File: config.mk
export PLATFORM = sky130hd
export DESIGN_NAME = der_ecdsa_signature_parser
export DESIGN_NICKNAME = d
export VERILOG_FILES = /design/src/rtl/der_sig_pkg.sv /design/src/rtl/der_sig_fsm.sv /design/src/rtl/der_ecdsa_signature_parser.sv
export SDC_FILE = /design/constraint.sdc
export NUM_CORES = 1
export LEC_CHECK = 0
export BUFFER_PORTS_ARGS = -buffer_cell sky130_fd_sc_hd__buf_2
export CAP_MARGIN = 0
export CELL_PAD_IN_SITES_DETAIL_PLACEMENT = 0
export CELL_PAD_IN_SITES_GLOBAL_PLACEMENT = 1
export CORE_MARGIN = 2
export CORE_UTILIZATION = 48
export CTS_CLUSTER_SIZE = 40
export DETAILED_ROUTE_END_ITERATION = 10
export MAX_ROUTING_LAYER = met4
export PLACE_DENSITY = 0.91
export SYNTH_ARGS = -nofsm -noshare
export SYNTH_HDL_FRONTEND = slang
export SYNTH_SLANG_ARGS = --single-unit
File: constraint.sdc
create_clock -name clk_i -period 5.95 [get_ports clk_i]
set_input_delay 0.2975 -clock clk_i [delete_from_list [all_inputs] [get_ports clk_i]]
set_output_delay 0.2975 -clock clk_i [all_outputs]
set_load 0.005 [all_outputs]
File: src/rtl/der_sig_pkg.sv
// ----------------------------------------------------------------------------
// DER signature parser package
// Item types, result codes and DER constants shared by the parser modules.
// ----------------------------------------------------------------------------
package der_sig_pkg;

  localparam int unsigned MAX_SHORT_LEN_DEF = 127;

  localparam int unsigned FIFO_DEPTH = 4;
  localparam int unsigned PTR_W      = $clog2(FIFO_DEPTH);
  localparam int unsigned CNT_W      = $clog2(FIFO_DEPTH + 1);

  localparam logic [7:0] TAG_SEQUENCE  = 8'h30;
  localparam logic [7:0] TAG_INTEGER   = 8'h02;
  localparam logic [7:0] LONG_FORM_BIT = 8'h80;

  localparam logic [1:0] KIND_R      = 2'd0;
  localparam logic [1:0] KIND_S      = 2'd1;
  localparam logic [1:0] KIND_STATUS = 2'd2;

  localparam logic [1:0] ST_OK          = 2'd0;
  localparam logic [1:0] ST_MALFORMED   = 2'd1;
  localparam logic [1:0] ST_UNSUPPORTED = 2'd2;

  typedef struct packed {
    logic [7:0] in_byte;
    logic       in_last;
  } in_item_t;

  typedef struct packed {
    logic [1:0] out_kind;
    logic [7:0] out_byte;
    logic [1:0] out_status;
    logic       out_final;
  } out_item_t;

  typedef struct packed {
    logic      val_vld;
    out_item_t val_item;
    logic      sts_vld;
    out_item_t sts_item;
  } der_sig_res_t;

endpackage

File: src/rtl/der_sig_fsm.sv
// ----------------------------------------------------------------------------
// DER signature parse engine
// Holds the parse state and turns one accepted byte into at most a value
// result and a final status result.
// ----------------------------------------------------------------------------
module der_sig_fsm
  import der_sig_pkg::*;
#(
  parameter int unsigned MaxShortLen = MAX_SHORT_LEN_DEF
) (
  input  logic         clk_i,
  input  logic         rst_ni,
  input  logic         accept_i,
  input  in_item_t     item_i,
  output der_sig_res_t res_o
);

  localparam logic [2:0] PH_SEQ_TAG = 3'd0;
  localparam logic [2:0] PH_SEQ_LEN = 3'd1;
  localparam logic [2:0] PH_INT_TAG = 3'd2;
  localparam logic [2:0] PH_INT_LEN = 3'd3;
  localparam logic [2:0] PH_INT_VAL = 3'd4;
  localparam logic [2:0] PH_DONE    = 3'd5;
  localparam logic [2:0] PH_ERROR   = 3'd6;

  localparam logic [7:0] MaxLen = 8'(MaxShortLen);

  logic [2:0] phase_q, phase_d;
  logic [6:0] seq_len_q, seq_len_d;
  logic [7:0] consumed_q, consumed_d;
  logic [6:0] rem_q, rem_d;
  logic       which_q, which_d;
  logic       lead_q, lead_d;
  logic [1:0] err_q, err_d;
  logic       hdr_q, hdr_d;

  logic [7:0] b;
  logic [7:0] avail;
  logic       fail;
  logic [1:0] fail_code;
  logic       len_unsup;
  logic       val_vld;
  logic [1:0] status;

  assign b         = item_i.in_byte;
  assign len_unsup = ((b & LONG_FORM_BIT) != 8'd0) || (b > MaxLen);

  always_comb begin
    phase_d    = phase_q;
    seq_len_d  = seq_len_q;
    consumed_d = consumed_q;
    rem_d      = rem_q;
    which_d    = which_q;
    lead_d     = lead_q;
    err_d      = err_q;
    hdr_d      = hdr_q;
    avail      = 8'd0;
    fail       = 1'b0;
    fail_code  = ST_MALFORMED;
    val_vld    = 1'b0;

    if (hdr_q) begin
      if ({1'b0, seq_len_q} > consumed_q) begin
        avail = {1'b0, seq_len_q} - consumed_q;
      end
      if (consumed_q != 8'hFF) begin
        consumed_d = consumed_q + 8'd1;
      end
    end

    unique case (phase_q)
      PH_SEQ_TAG: begin
        if (b == TAG_SEQUENCE) begin
          phase_d = PH_SEQ_LEN;
        end else begin
          fail = 1'b1;
        end
      end
      PH_SEQ_LEN: begin
        if (len_unsup) begin
          fail      = 1'b1;
          fail_code = ST_UNSUPPORTED;
        end else begin
          seq_len_d = b[6:0];
          hdr_d     = 1'b1;
          phase_d   = PH_INT_TAG;
        end
      end
      PH_INT_TAG: begin
        if (avail == 8'd0 || b != TAG_INTEGER) begin
          fail = 1'b1;
        end else begin
          phase_d = PH_INT_LEN;
        end
      end
      PH_INT_LEN: begin
        if (avail == 8'd0) begin
          fail = 1'b1;
        end else if (len_unsup) begin
          fail      = 1'b1;
          fail_code = ST_UNSUPPORTED;
        end else if (b == 8'd0 || b > (avail - 8'd1)) begin
          fail = 1'b1;
        end else begin
          rem_d   = b[6:0];
          lead_d  = 1'b1;
          phase_d = PH_INT_VAL;
        end
      end
      PH_INT_VAL: begin
        if (rem_q != 7'd0) begin
          rem_d = rem_q - 7'd1;
        end
        if (!(lead_q && b == 8'd0 && rem_d != 7'd0)) begin
          lead_d  = 1'b0;
          val_vld = 1'b1;
        end
        if (rem_d == 7'd0) begin
          if (!which_q) begin
            which_d = 1'b1;
            phase_d = PH_INT_TAG;
          end else begin
            phase_d = PH_DONE;
          end
        end
      end
      PH_DONE: begin
        fail = 1'b1;
      end
      default: begin
        phase_d = PH_ERROR;
      end
    endcase

    if (fail) begin
      if (err_q == ST_OK) begin
        err_d = fail_code;
      end
      phase_d = PH_ERROR;
    end
  end

  always_comb begin
    priority if (!hdr_d) begin
      status = (err_d != ST_OK) ? err_d : ST_MALFORMED;
    end else if (consumed_d != {1'b0, seq_len_d}) begin
      status = ST_MALFORMED;
    end else if (err_d != ST_OK) begin
      status = err_d;
    end else if (phase_d != PH_DONE) begin
      status = ST_MALFORMED;
    end else begin
      status = ST_OK;
    end
  end

  always_comb begin
    res_o.val_vld             = accept_i && val_vld;
    res_o.val_item.out_kind   = which_q ? KIND_S : KIND_R;
    res_o.val_item.out_byte   = b;
    res_o.val_item.out_status = ST_OK;
    res_o.val_item.out_final  = 1'b0;
    res_o.sts_vld             = accept_i && item_i.in_last;
    res_o.sts_item.out_kind   = KIND_STATUS;
    res_o.sts_item.out_byte   = 8'd0;
    res_o.sts_item.out_status = status;
    res_o.sts_item.out_final  = 1'b1;
  end

  always_ff @(posedge clk_i or negedge rst_ni) begin
    if (!rst_ni) begin
      phase_q    <= PH_SEQ_TAG;
      seq_len_q  <= 7'd0;
      consumed_q <= 8'd0;
      rem_q      <= 7'd0;
      which_q    <= 1'b0;
      lead_q     <= 1'b1;
      err_q      <= ST_OK;
      hdr_q      <= 1'b0;
    end else if (accept_i) begin
      if (item_i.in_last) begin
        phase_q    <= PH_SEQ_TAG;
        seq_len_q  <= 7'd0;
        consumed_q <= 8'd0;
        rem_q      <= 7'd0;
        which_q    <= 1'b0;
        lead_q     <= 1'b1;
        err_q      <= ST_OK;
        hdr_q      <= 1'b0;
      end else begin
        phase_q    <= phase_d;
        seq_len_q  <= seq_len_d;
        consumed_q <= consumed_d;
        rem_q      <= rem_d;
        which_q    <= which_d;
        lead_q     <= lead_d;
        err_q      <= err_d;
        hdr_q      <= hdr_d;
      end
    end
  end

endmodule

File: src/rtl/der_ecdsa_signature_parser.sv
// Results: an item's results are written into the result queue when the item is accepted
// and are offered from the queue's registered storage; the second waits until the first is popped.
// Throughput: one byte item per cycle; up to two results per item leave through
// a four-entry result queue at one per cycle while out_stall_i is low, and input
// stalls when fewer than two entries are free.
// Reset: asynchronous active-low reset clears the parse state and the result queue.
// ----------------------------------------------------------------------------
// DER ECDSA signature parser
// Streams a short-form DER signature value and emits r and s value bytes
// without leading zeros, followed by a final status item.
// ----------------------------------------------------------------------------
module der_ecdsa_signature_parser
  import der_sig_pkg::*;
#(
  parameter int unsigned MaxShortLen = MAX_SHORT_LEN_DEF
) (
  input  logic      clk_i,
  input  logic      rst_ni,
  input  logic      in_valid_i,
  output logic      in_stall_o,
  input  in_item_t  in_item_i,
  output logic      out_valid_o,
  input  logic      out_stall_i,
  output out_item_t out_item_o
);

  der_sig_res_t res;

  out_item_t  mem_q [FIFO_DEPTH];
  logic [PTR_W-1:0] wr_ptr_q, rd_ptr_q;
  logic [CNT_W-1:0] count_q, count_d;

  logic       in_acc;
  logic       pop;
  logic       first_vld;
  logic       second_vld;
  out_item_t  first_item;
  logic [CNT_W-1:0] push_n;

  assign in_stall_o  = count_q > CNT_W'(FIFO_DEPTH - 2);
  assign in_acc      = in_valid_i && !in_stall_o;
  assign out_valid_o = count_q != '0;
  assign out_item_o  = mem_q[rd_ptr_q];
  assign pop         = out_valid_o && !out_stall_i;

  der_sig_fsm #(
    .MaxShortLen(MaxShortLen)
  ) u_fsm (
    .clk_i   (clk_i),
    .rst_ni  (rst_ni),
    .accept_i(in_acc),
    .item_i  (in_item_i),
    .res_o   (res)
  );

  assign first_vld  = res.val_vld || res.sts_vld;
  assign second_vld = res.val_vld && res.sts_vld;
  assign first_item = res.val_vld ? res.val_item : res.sts_item;
  assign push_n     = CNT_W'(first_vld) + CNT_W'(second_vld);
  assign count_d    = count_q + push_n - CNT_W'(pop);

  always_ff @(posedge clk_i) begin
    if (first_vld) begin
      mem_q[wr_ptr_q] <= first_item;
    end
    if (second_vld) begin
      mem_q[wr_ptr_q + PTR_W'(1)] <= res.sts_item;
    end
  end

  always_ff @(posedge clk_i or negedge rst_ni) begin
    if (!rst_ni) begin
      wr_ptr_q <= '0;
      rd_ptr_q <= '0;
      count_q  <= '0;
    end else begin
      wr_ptr_q <= wr_ptr_q + PTR_W'(push_n);
      if (pop) begin
        rd_ptr_q <= rd_ptr_q + PTR_W'(1);
      end
      count_q <= count_d;
    end
  end

`ifndef SYNTHESIS
  a_count_bound: assert property (@(posedge clk_i) disable iff (!rst_ni)
    count_q <= CNT_W'(FIFO_DEPTH))
    else $error("Result queue holds more items than its depth.");

  a_last_gives_status: assert property (@(posedge clk_i) disable iff (!rst_ni)
    (in_acc && in_item_i.in_last) |=> (count_q != '0))
    else $error("Last byte accepted without a queued status item.");

  a_no_push_idle: assert property (@(posedge clk_i) disable iff (!rst_ni)
    !in_acc |-> (push_n == '0))
    else $error("Result pushed without an accepted item.");

  a_value_fields: assert property (@(posedge clk_i) disable iff (!rst_ni)
    (out_valid_o && out_item_o.out_kind != KIND_STATUS) |->
      (!out_item_o.out_final && out_item_o.out_status == ST_OK))
    else $error("Value item carries status fields.");
`endif

endmodule
==> impl_results.md, run 1 <==
- Status: complete, no violations
- Dpl hpwl: 10.6 mm
- Root buf cell: clkbuf_16
- Yosys top cell by area: dfrtp_1
- Pwr/cell area: 475 nW/um2
- Number of global-route vias before repair: ~4900
- Die area: between 10000 and 15000 um2
- YS warnings: 0
- Kind of critical path: reg -> reg
- Synth cell types: 74
- P_int: 1.64 mW
- Max Clk Rate: 173 MHz
- Post-synthesis cell count: roughly 620
- FFs w/ async S/R, synth: 0.435
- H-Tree Depth: 3
- Core area: 11400 um2
- Synth Net Count: 657
- Synthesized area: ~5600 um2
- Avg Cell Area, Syn: 9.11 um2
- Std-Cell Rows: 39
- Setup TNS: 0 ns
- Pleak: 2.52 nW
- Setup Viol. Count Final: 0
- Post-CTS Resized: 0
- Post-synth EDFFs: 8
- Total CTS buffers: 9
- GRT met3 Usage: 0.0524
- CP endpoint kind: register
- Switching share of power: 0.432
- Seq/Total Area, Yosys: 0.351
- Overall Global Routing Usage: 0.243
- Vias per inst: 6.39
- Met1 Track Usage GR: 0.297
- Die Y-Extent: 112 um
- Post-synthesis sequential element count: 85
- Final period util: 0.973
- Final wirelength: around 15 mm
- IO buf count: 27
- Initial Utilization: 0.491
- Antenna violations before repair: 0
- Required time at the worst-slack endpoint: slightly above 6 ns
- Finished Layout Cells: 770
- Crit path max fanout: 14
- Slew Limit Fails: 0
- Chip Width: 112 um
- Clk slew on worst S/H paths: 0.06 ns
- Most used flip-flop cell after synthesis: dfxtp_1
- GR peak layer: met2
- Most frequent cells in the layout: 43 x nand2_1, 41 x nor2_1, 40 x dfxtp_1
- Most common cell after layout, fill and taps aside: nand2_1
- VDD IR max: 0.330 mV
- Area Growth Syn to Fin: 8.41%
- Final ANT Viol Nets: 0
- CTS Hold Buffers Added: 0
- Grt ovf: 0
- Post-CTS setup buffer count: 0
- Min-Delay Path Class: in -> async
- Clk_lat worst skew: 0.35 ns
- Combinational power share: 0.475
- Clock network fraction of design power: 0.181
- Post-synth top area share: 0.161
- Worst-case reg-to-reg path depth: 18
- TritonRoute pass-1 iters: 5
- CTS Sinks: 85
- Vias: 4918
- GPL Wtd Cong: around 0.93
- Antenna diodes: 0
- Initial DRC count: 506
- Data arrival, critical path: 5.87 ns
- Max-cap violations: 0
- Slew margin rel.: 0.222
- RSZ-0062 raised after global routing: no
- Share of cells above drive strength 1: 0.121
- WL/cell: around 19 um
- Startpoint class of the critical path: register
- Worst slew pin tran: 1.14 ns
- Setup Skew: a little over 0.008 ns
- Global-route wire length before repair: 23.8 mm
- Hold Fails Final Rpt: 0
- Fin crit period: slightly below 6 ns
- # nets final: approximately 660
- CTS tree: built
- Share of power burned in registers: 0.344
- Maximum count of clock buffers along a single path: 2
- Pin count of the biggest net entering global routing: 38
- P_sw: between 1 and 1.5 mW
- Synth area leaders: dfrtp_1 16%, dfxtp_1 14%, ha_1 5.8%, a22o_1 5.8%, mux4_2 4.8%
- # IOs: 28
- Dpl cells: 754
- Met2 Track Usage GR: 0.390
- Residual DRC: 0
-- metal layers --
metal / vias to the layer above / routed length, um / part of all wire
met4: 0 / 406 / 0.028
met3: 46 / 774 / 0.053
met1: 2372 / 6450 / 0.44
li1: 2334 / - / -
met2: 166 / 7020 / 0.48
met5: - / 0 / 0
-- logic make-up (layout without fill, tap and decap cells) --
family	after synthesis	count (layout)	share of synthesized area
adders and majority gates	28	28	0.0651
DFF	85	85	0.351
AOI/OAI and AO/OA	190	190	0.247
xor gates and xnor gates	16	16	0.0250
and+or+nand+nor	204	204	0.201
muxes	19	19	0.0613
buffers and inverters	74	85	0.0502
-- metrics by stage --
step           cell area [um2]  power (mW)  setup WS, ns   util  hold WS [ns]
2_1_floorplan             5610        2.02          1.06      -       0.00191
3_3_place_gp              5810        2.30         0.559  0.509         0.456
3_5_place_dp              5810        2.36         0.360  0.509         0.463
4_1_cts                   6080        2.89         0.329  0.533         0.118
5_1_grt                   6080        3.10       0.00976  0.533         0.157
6_report                  6080        2.89         0.161  0.533        0.0852
-- synthesized netlist by cell type, drive strengths merged (13+ instances only) --
cell type  number
and2           13
inv            39
nand2b         14
ha             26
a21oi          35
a22o           37
nand2          43
nor2           45
dfrtp          36
clkbuf         31
o21ai          29
nor2b          21
dfxtp          40
-- power by group through the flow --
stage          combinational [mW]  clock, mW  sequential, mW
2_1_floorplan                1.17          0           0.855
3_3_place_gp                 1.32          0           0.987
3_5_place_dp                 1.36          0            1.00
4_1_cts                      1.37      0.530           0.989
5_1_grt                      1.52      0.553            1.02
6_report                     1.37      0.523           0.994
-- final cells by class --
| type | instances | area (um2) |
|---|---|---|
| inverters | 39 | 146 |
| multi-input cells | 457 | 3360 |
| well taps | 143 | 179 |
| fillers | 1052 | 5340 |
| clock buffers | 12 | 246 |
| clock inverters | 4 | 23.8 |
| repair buffers | 30 | 158 |
| flip-flops and latches | 85 | 1970 |
-- critical path, cell delays in order (launching register included) --
cell,delay (ns)
dfrtp_1,0.47
ha_1,0.27
fa_1,0.43
nand2b_1,0.23
a211oi_1,0.23
o221ai_1,0.14
buf_4,0.21
or2_2,0.32
ha_1,0.29
mux2_2,0.30
nor2_1,0.10
a21oi_1,0.06
ha_1,0.28
nand4_1,0.11
o21a_1,0.23
a2111oi_0,0.98
a21oi_1,0.20
a211oi_1,0.51
o22ai_1,0.16
-- path summary, 6_finish.rpt --
check | from | endpoint | slack, ns
worst max-delay path | u_fsm.consumed_q[0]$_DFFE_PN0P_ | mem_q[2][1]$_DFFE_PP_ | 0.16
worst min-delay path | rst_ni | u_fsm.consumed_q[0]$_DFFE_PN0P_ | 0.09
worst max register to register | u_fsm.consumed_q[0]$_DFFE_PN0P_ | mem_q[2][1]$_DFFE_PP_ | 0.16
worst min register to register | mem_q[0][6]$_SDFFE_PP0P_ | mem_q[0][6]$_SDFFE_PP0P_ | 0.48
max in group asynchronous | rst_ni | u_fsm.rem_q[0]$_DFFE_PN0P_ | 5.30
min in group clk_i | out_stall_i | rd_ptr_q[0]$_DFFE_PN0P_ | 0.26
-- state kept, by name, indices dropped and copies added (netlist names) --
register and count:
wr_ptr_q 2, u_fsm.err_q 2, u_fsm.hdr_q 1, u_fsm.which_q 1, mem_q 48, u_fsm.lead_q 1, count_q 3, rd_ptr_q 2
u_fsm.seq_len_q 7, u_fsm.rem_q 7, u_fsm.consumed_q 8, u_fsm.phase_q 3
(Power assumes the default switching activity.)
==> inputs of run 2 (changes only) <==
--- a/config.mk
+++ b/config.mk
@@ -5,16 +5,16 @@
 export SDC_FILE = /design/constraint.sdc
 export NUM_CORES = 1
 export LEC_CHECK = 0
+export ABC_AREA = 1
 export BUFFER_PORTS_ARGS = -buffer_cell sky130_fd_sc_hd__buf_2
 export CAP_MARGIN = 0
 export CELL_PAD_IN_SITES_DETAIL_PLACEMENT = 0
 export CELL_PAD_IN_SITES_GLOBAL_PLACEMENT = 1
 export CORE_MARGIN = 2
-export CORE_UTILIZATION = 48
+export CORE_UTILIZATION = 46
 export CTS_CLUSTER_SIZE = 40
 export DETAILED_ROUTE_END_ITERATION = 10
-export MAX_ROUTING_LAYER = met4
-export PLACE_DENSITY = 0.91
+export PLACE_DENSITY = 0.92
 export SYNTH_ARGS = -nofsm -noshare
 export SYNTH_HDL_FRONTEND = slang
 export SYNTH_SLANG_ARGS = --single-unit
==> impl_results.md, run 2 <==
- Slew margin rel.: 0.400 (+0.178)
- Share of cells above drive strength 1: 0.137 (+0.0159)
- Pwr Total: 2.72 mW (-6.0%)
- Worst Path Buf+Inv: 1 (unchanged)
- Largest register by flop count: mem_q
- Max-cap violations: 0 (unchanged)
- Maximum count of clock buffers along a single path: 2 (unchanged)
- Post-CTS Resized: 0 (unchanged)
- Most frequent cell after synthesis: nand2_1
- Setup Viol. Count Final: 0 (unchanged)
- Crit path max fanout: 7 (-7)
- Max reg flops: 48 (unchanged)
- Crit. path cell count: 25 (+7)
- Initial Utilization: 0.468 (-0.0234)
- Vias: 4826 (-1.9%)
- Post-synth top area share: 0.169 (+0.00876)
- Hold Fails Final Rpt: 0 (unchanged)
- Final period util: 0.719 (-0.254)
- Switching share of power: 0.437 (+0.00529)
- TritonRoute pass-1 iters: 5 (unchanged)
- Worst slew pin tran: 0.900 ns (-0.238 ns)
- YS warnings: 0 (unchanged)
- CP max stage delay: 0.44 ns (-0.54 ns)
- Area Growth Syn to Fin: 9.29%
- Clock network fraction of design power: 0.194 (+0.013)
- Top flop regs: mem_q (48), u_fsm.consumed_q (8)
- Root buf cell: clkbuf_16
- Worst path slowest cell: dfrtp_1
- FFs w/ async S/R, synth: 0.435 (unchanged)
- Yosys top cell by area: dfrtp_1
- Fin crit period: 4.28 ns (-1.51 ns)
- Post-synth top cells: 125 x nand2_1, 113 x inv_1, 57 x o22ai_1
- Worst reg2reg endpoint: mem_q[3][1]$_DFFE_PP_
- Global-route wire length before repair: 22.3 mm (-6.4%)
- Initial DRC count: 346 (-32%)
- Final ANT Viol Nets: 0 (unchanged)
- P_int: 1.53 mW (-6.8%)
- Antenna violations before repair: 0 (unchanged)
- Die Y-Extent: 112 um (-0.51%)
- Residual DRC: 0 (unchanged)
- Synthesized area: 5320 um2 (-5.2%)
- Setup TNS: 0 ns (unchanged)
- GPL Wtd Cong: 0.923 (-0.66%)
- Setup crit end: mem_q[3][1]$_DFFE_PP_
- Most common cell after layout, fill and taps aside: nand2_1
- CTS Hold Buffers Added: 0 (unchanged)
- H-Tree Depth: 3 (unchanged)
- Fin util: 0.512 (-0.0213)
- # IOs: 28 (unchanged)
- Antenna diodes: 0 (unchanged)
- Min-Delay Path Class: in -> async
- Clk_lat worst skew: 0.36 ns (about the same)
- Share of power burned in registers: 0.335 (-0.009)
- Die area: 12400 um2 (-1.0%)
- Avg Cell Area, Syn: 7.41 um2 (-19%)
- # nets final: 780 (+18%)
- CTS Sinks: 85 (unchanged)
- Synth cell types: 45 (-39%)
- Setup Skew: 0.00873 ns (+0.000533 ns)
- Dpl hpwl: 9.57 mm (-10%)
- Status: complete, no violations
- Slew Limit Fails: 0 (unchanged)
- Max Clk Rate: 234 MHz (+35%)
- CP dominant cell by count: nand2_1
- Required time at the worst-slack endpoint: 6.03 ns (about the same)
- Most used flip-flop cell after synthesis: dfxtp_1
- Vias per inst: 5.44 (-15%)
- Pleak: 2.58 nW (+2.5%)
- Most frequent cells in the layout: 125 x nand2_1, 113 x inv_1, 57 x o22ai_1
- Synth area leaders: dfrtp_1 17%, dfxtp_1 15%, nand2_1 8.8%, inv_1 8.0%, o22ai_1 6.7%
- Final wirelength: 13.3 mm (-9.3%)
- CP endpoint kind: register
- Crit. Startpoint: u_fsm.consumed_q[0]$_DFFE_PN0P_
- Worst R2R Start: u_fsm.consumed_q[0]$_DFFE_PN0P_
- Kind of critical path: reg -> reg
- Combinational power share: 0.471 (-0.004)
- VDD IR max: 0.254 mV (-23%)
- CTS tree: built
- Number of global-route vias before repair: 4661 (-4.0%)
- Startpoint class of the critical path: register
- Post-synthesis sequential element count: 85 (unchanged)
- Post-synthesis cell count: 718 (+17%)
- Post-synth EDFFs: 8 (unchanged)
- Pin count of the biggest net entering global routing: 38 (unchanged)
- Data arrival, critical path: 4.36 ns (-1.51 ns)
- RSZ-0062 raised after global routing: no
- Post-CTS setup buffer count: 0 (unchanged)
- Chip Width: 112 um (-0.51%)
- R2R Setup Slk: 1.67 ns (+1.51 ns)
- Pwr/cell area: 467 nW/um2 (-1.6%)
- P_sw: 1.19 mW (-4.8%)
- Core area: 11400 um2 (-0.43%)
- Seq/Total Area, Yosys: 0.370 (+0.0191)
- IO buf count: 27 (unchanged)
- Synth Net Count: 759 (+16%)
- Overall Global Routing Usage: 0.223 (-0.0200)
- Clk slew on worst S/H paths: 0.07 ns (about the same)
- Total CTS buffers: 9 (unchanged)
- WL/cell: 15.0 um (-21%)
- Grt ovf: 0 (unchanged)
- Std-Cell Rows: 39 (unchanged)
- Worst-case reg-to-reg path depth: 25 (+7)
- CP delay by family, top: simple AND/OR/NAND/NOR gates
## run 2: cell count changes in the layout (fill, tap and decap cells not counted), moves of 14 or more
cell	delta
a22o_1	-35
a21oi_1	+14
nand2b_1	-14
inv_1	+75
nand2_1	+82
nand3_1	+15
o22ai_1	+48
nor2_1	+15
nor2b_1	-21
nand2_2	+16
## run 2: logic make-up (layout without fill, tap and decap cells)
logic type | count (synthesis) | count (layout) | synth area share
AND/OR/NAND/NOR | 273 | 273 | 0.236
AO/OA/AOI/OAI | 172 | 172 | 0.190
buffers and inverters | 141 | 167 | 0.104
flip-flops | 85 | 85 | 0.370
adder cells (fa/ha/maj) | 28 | 28 | 0.0687
XOR/XNOR | 19 | 19 | 0.0313
## run 2: how the worst min path moves through the flow
stage,to,cells past startpoint,slack [ns],startpoint
floorplan,count_q[0]$_DFF_PN0_,0,0.002,rst_ni
global placement,mem_q[2][0]$_SDFFE_PP1P_,2,0.44,mem_q[2][0]$_SDFFE_PP1P_
detailed placement,mem_q[2][0]$_SDFFE_PP1P_,2,0.44,mem_q[2][0]$_SDFFE_PP1P_
CTS,u_fsm.consumed_q[2]$_DFFE_PN0P_,1,0.1,rst_ni
global route,u_fsm.consumed_q[6]$_DFFE_PN0P_,1,0.14,rst_ni
finish,u_fsm.consumed_q[2]$_DFFE_PN0P_,1,0.06,rst_ni
## run 2: cell type report
type | instances | area, um2
clock inverter | 6 | 40.0
inverter | 124 | 465
multi-input combinational | 492 | 2800
tap | 143 | 179
sequential | 85 | 1970
clock buffer | 10 | 229
fill | 1104 | 5550
timing repair buffer | 27 | 135
## run 2: routing by layer
metal | track usage | vias to the layer above | wire, um
met5 | 0 | - | 0
met2 | 0.380 | 111 | 6420
met3 | 0.0310 | 20 | 579
li1 | - | 2430 | -
met1 | 0.286 | 2265 | 6030
met4 | 0.0914 | 0 | 251
## run 2: power groups by stage
stage	Clock (mW)	Combinational [mW]	Sequential, mW
after CTS	0.536	1.28	0.909
after global placement	0	1.25	0.910
after floorplan	0	1.01	0.871
after global routing	0.560	1.46	0.933
final	0.527	1.28	0.910
after detailed placement	0	1.27	0.920
## run 2: per-stage QoR
stage / worst slack (ns) / hold slack, ns / instance area, um2 / cells
after floorplan: 2.12 / 0.00191 / 5320 / 718
after global placement: 1.90 / 0.437 / 5550 / 871
after detailed placement: 1.76 / 0.440 / 5550 / 871
after CTS: 1.71 / 0.0963 / 5820 / 887
after global routing: 1.27 / 0.144 / 5820 / 887
final: 1.67 / 0.0556 / 5820 / 887
==> inputs of run 3 (changes only) <==
--- a/config.mk
+++ b/config.mk
@@ -11,10 +11,10 @@
 export CELL_PAD_IN_SITES_DETAIL_PLACEMENT = 0
 export CELL_PAD_IN_SITES_GLOBAL_PLACEMENT = 1
 export CORE_MARGIN = 2
-export CORE_UTILIZATION = 46
+export CORE_UTILIZATION = 41
 export CTS_CLUSTER_SIZE = 40
 export DETAILED_ROUTE_END_ITERATION = 10
-export PLACE_DENSITY = 0.92
+export PLACE_DENSITY = 0.87
 export SYNTH_ARGS = -nofsm -noshare
 export SYNTH_HDL_FRONTEND = slang
 export SYNTH_SLANG_ARGS = --single-unit
==> constraint.sdc (replaced) <==
create_clock -name clk_i -period 3.6 [get_ports clk_i]
set_input_delay 0.18 -clock clk_i [delete_from_list [all_inputs] [get_ports clk_i]]
set_output_delay 0.18 -clock clk_i [all_outputs]
set_load 0.005 [all_outputs]
==> impl_results.md, run 3 (synthesized netlist as in run 2, its figures left out) <==
- Pwr Total: 4.92 mW (+81%)
- CTS tree: built
- Fin util: 0.512 (about the same)
- GPL Wtd Cong: 0.890 (-3.6%)
- Fin crit period: 3.85 ns (-0.425 ns)
- Most frequent cells in the layout: 111 x nand2_1, 109 x inv_1, 56 x o22ai_1
- P_sw: 2.13 mW (+80%)
- Pleak: 2.87 nW (+11%)
- Worst slew pin tran: 0.955 ns (+0.0556 ns)
- Top flop regs: mem_q (48), u_fsm.consumed_q (8)
- WL/cell: 15.2 um (+1.5%)
- Required time at the worst-slack endpoint: 3.68 ns (-2.35 ns)
- Antenna diodes: 0 (unchanged)
- Status: finished with violations
- R2R Setup Slk: -0.25 ns (-1.92 ns)
- Max-cap violations: 0 (unchanged)
- Hold Fails Final Rpt: 0 (unchanged)
- Maximum count of clock buffers along a single path: 2 (unchanged)
- Finished Layout Cells: 964 (+8.7%)
- M1 wire length: 6.45 mm (+6.9%)
- Worst R2R Start: u_fsm.seq_len_q[0]$_DFFE_PN0P_
- Die Y-Extent: 118 um (+5.7%)
- VDD IR max: 0.264 mV (+3.7%)
- Combinational power share: 0.513 (+0.042)
- Share of power burned in registers: 0.299 (-0.036)
- Hold depth: 3
- IO buf count: 27 (unchanged)
- Pin count of the biggest net entering global routing: 38 (unchanged)
- Crit path max fanout: 4 (-3)
- Residual DRC: 0 (unchanged)
- Root buf cell: clkbuf_16
- Slew margin rel.: 0.363 (-0.0377)
- Initial Utilization: 0.420 (-0.0481)
- Dpl hpwl: 10.4 mm (+8.9%)
- # IOs: 28 (unchanged)
- Worst reg2reg endpoint: mem_q[0][1]$_DFFE_PP_
- Min-Delay Path Class: in -> reg
- Global-route wire length before repair: 24.3 mm (+9.2%)
- H-Tree Depth: 3 (unchanged)
- Largest register by flop count: mem_q
- Core area: 12700 um2 (+11%)
- Share of cells above drive strength 1: 0.249 (+0.112)
- Top sig layer: met4
- Final Cell Area: 6490 um2 (+12%)
- Total CTS buffers: 9 (unchanged)
- Worst-case reg-to-reg path depth: 27 (+8.0%)
- Max reg flops: 48 (unchanged)
- Final wirelength: 14.7 mm (+10%)
- P_int: 2.79 mW (+82%)
- Number of global-route vias before repair: 4997 (+7.2%)
- Final period util: 1.07 (+0.351)
- Max Clk Rate: 260 MHz (+11%)
- WL met3: 541 um (-6.6%)
- Overall Global Routing Usage: 0.217 (-0.00631)
- Chip Width: 118 um (+5.7%)
- Failing checks: negative setup slack
- Die area: 13900 um2 (+12%)
- Hold Crit Start: out_stall_i
- Met2 Wirelength: 7.42 mm (+16%)
- Initial DRC count: 350 (+1.2%)
- Area Growth Syn to Fin: 21.9%
- Setup Skew: 0.00840 ns (-0.000334 ns)
- Final ANT Viol Nets: 0 (unchanged)
- Slew Limit Fails: 0 (unchanged)
- RSZ-0062 raised after global routing: yes
- Most common cell after layout, fill and taps aside: nand2_1
- # nets final: 828 (+6.2%)
- Grt ovf: 0 (unchanged)
- Kind of critical path: reg -> reg
- Vias: 5086 (+5.4%)
- Antenna violations before repair: 0 (unchanged)
- Clock network fraction of design power: 0.188 (-0.006)
- Placement Cell Area: 5900 um2 (+6.4%)
- CP endpoint kind: register
- TritonRoute pass-1 iters: 5 (unchanged)
- Pwr/cell area: 759 nW/um2 (+62%)
- Post-route setup slack: -0.253 ns (-1.92 ns)
- WHS: 0.162 ns (+0.107 ns)
- Clk_lat worst skew: 0.35 ns (about the same)
- Setup Viol. Count Final: 16 (+16)
- CTS Sinks: 85 (unchanged)
- Clk slew on worst S/H paths: 0.07 ns (about the same)
- Switching share of power: 0.433 (-0.00381)
- Vias per inst: 5.28 (-3.0%)
- Std-Cell Rows: 41 (+5.1%)
- Fill cells: 1236 (+12%)
- Startpoint class of the critical path: register
- Worst hold path endpoint: rd_ptr_q[0]$_DFFE_PN0P_
- Dpl cells: 937 (+7.6%)
- Data arrival, critical path: 3.93 ns (-0.43 ns)
run 3: area by class of cell:
cell class	instances	area, um2	share of cell area
Clock buffer	11	253	0.0390
Clock inverter	5	38.8	0.00598
Inverter	124	465	0.0718
Multi-Input combinational cell	493	3040	0.469
Sequential cell	85	1970	0.303
Tap cell	172	215	0.0332
Timing Repair Buffer	74	505	0.0779
run 3: metal layers:
metal / GRT usage / vias up
met5: 0 / -
met4: 0.0700 / 0
met3: 0.0436 / 24
met2: 0.381 / 116
met1: 0.265 / 2432
li1: - / 2514
run 3: per-stage QoR:
step | TNS (ns) | setup slack, ns
5_1_grt | -5.28 | -0.434
3_5_place_dp | -2.69 | -0.318
3_3_place_gp | -0.326 | -0.0835
6_report | -2.34 | -0.253
2_1_floorplan | -0.211 | -0.0527
4_1_cts | -1.31 | -0.160
run 3: worst max-delay path by stage:
stage | from | to | slack (ns) | cells past startpoint
after floorplan | u_fsm.consumed_q[0]$_DFFE_PN0P_ | mem_q[1][1]$_DFFE_PP_ | -0.05 | 26
after global placement | u_fsm.seq_len_q[0]$_DFFE_PN0P_ | mem_q[0][1]$_DFFE_PP_ | -0.08 | 26
after detailed placement | u_fsm.seq_len_q[0]$_DFFE_PN0P_ | mem_q[0][1]$_DFFE_PP_ | -0.32 | 24
after CTS | u_fsm.seq_len_q[0]$_DFFE_PN0P_ | mem_q[0][1]$_DFFE_PP_ | -0.16 | 25
after global routing | u_fsm.seq_len_q[0]$_DFFE_PN0P_ | mem_q[1][1]$_DFFE_PP_ | -0.43 | 26
final | u_fsm.seq_len_q[0]$_DFFE_PN0P_ | mem_q[0][1]$_DFFE_PP_ | -0.25 | 27
run 3: timing repair:
action | 4_1_cts | 5_1_grt
gates cloned | 1 | 0
gates resized for setup | 18 | 36
hold endpoints to repair | 36 | 0
buffers inserted | 5 | 6
endpoints found under the setup margin | 15 | 17
hold buffers | 1 | 0
pin swaps | 20 | 8
run 3: power groups by stage:
stage / Combinational (mW) / Clock (mW) / Sequential (mW)
after global placement: 2.23 / 0 / 1.46
after global routing: 2.85 / 0.975 / 1.51
after floorplan: 1.68 / 0 / 1.44
final: 2.52 / 0.925 / 1.47
after CTS: 2.39 / 0.934 / 1.47
after detailed placement: 2.29 / 0 / 1.48
run 3: worst max-delay path, stage by stage (launching register included):
cell and delay, ns:
dfrtp_1 0.37, inv_2 0.06, ha_4 0.16, fa_2 0.33
inv_2 0.07, nand2_2 0.06, nand2_2 0.07, nand3_2 0.06
nand2_2 0.08, nand3_4 0.09, or2_4 0.28, ha_4 0.18
nand2_4 0.07, nor2_2 0.04, xnor2_1 0.13, ha_1 0.29
nand2_1 0.10, nor2_2 0.05, nand2_1 0.05, o211ai_1 0.12
a21oi_2 0.20, nand2_2 0.10, a21oi_2 0.18, nand2_2 0.09
nand2_2 0.09, nand2_2 0.07, nor2_4 0.12, a21oi_1 0.08
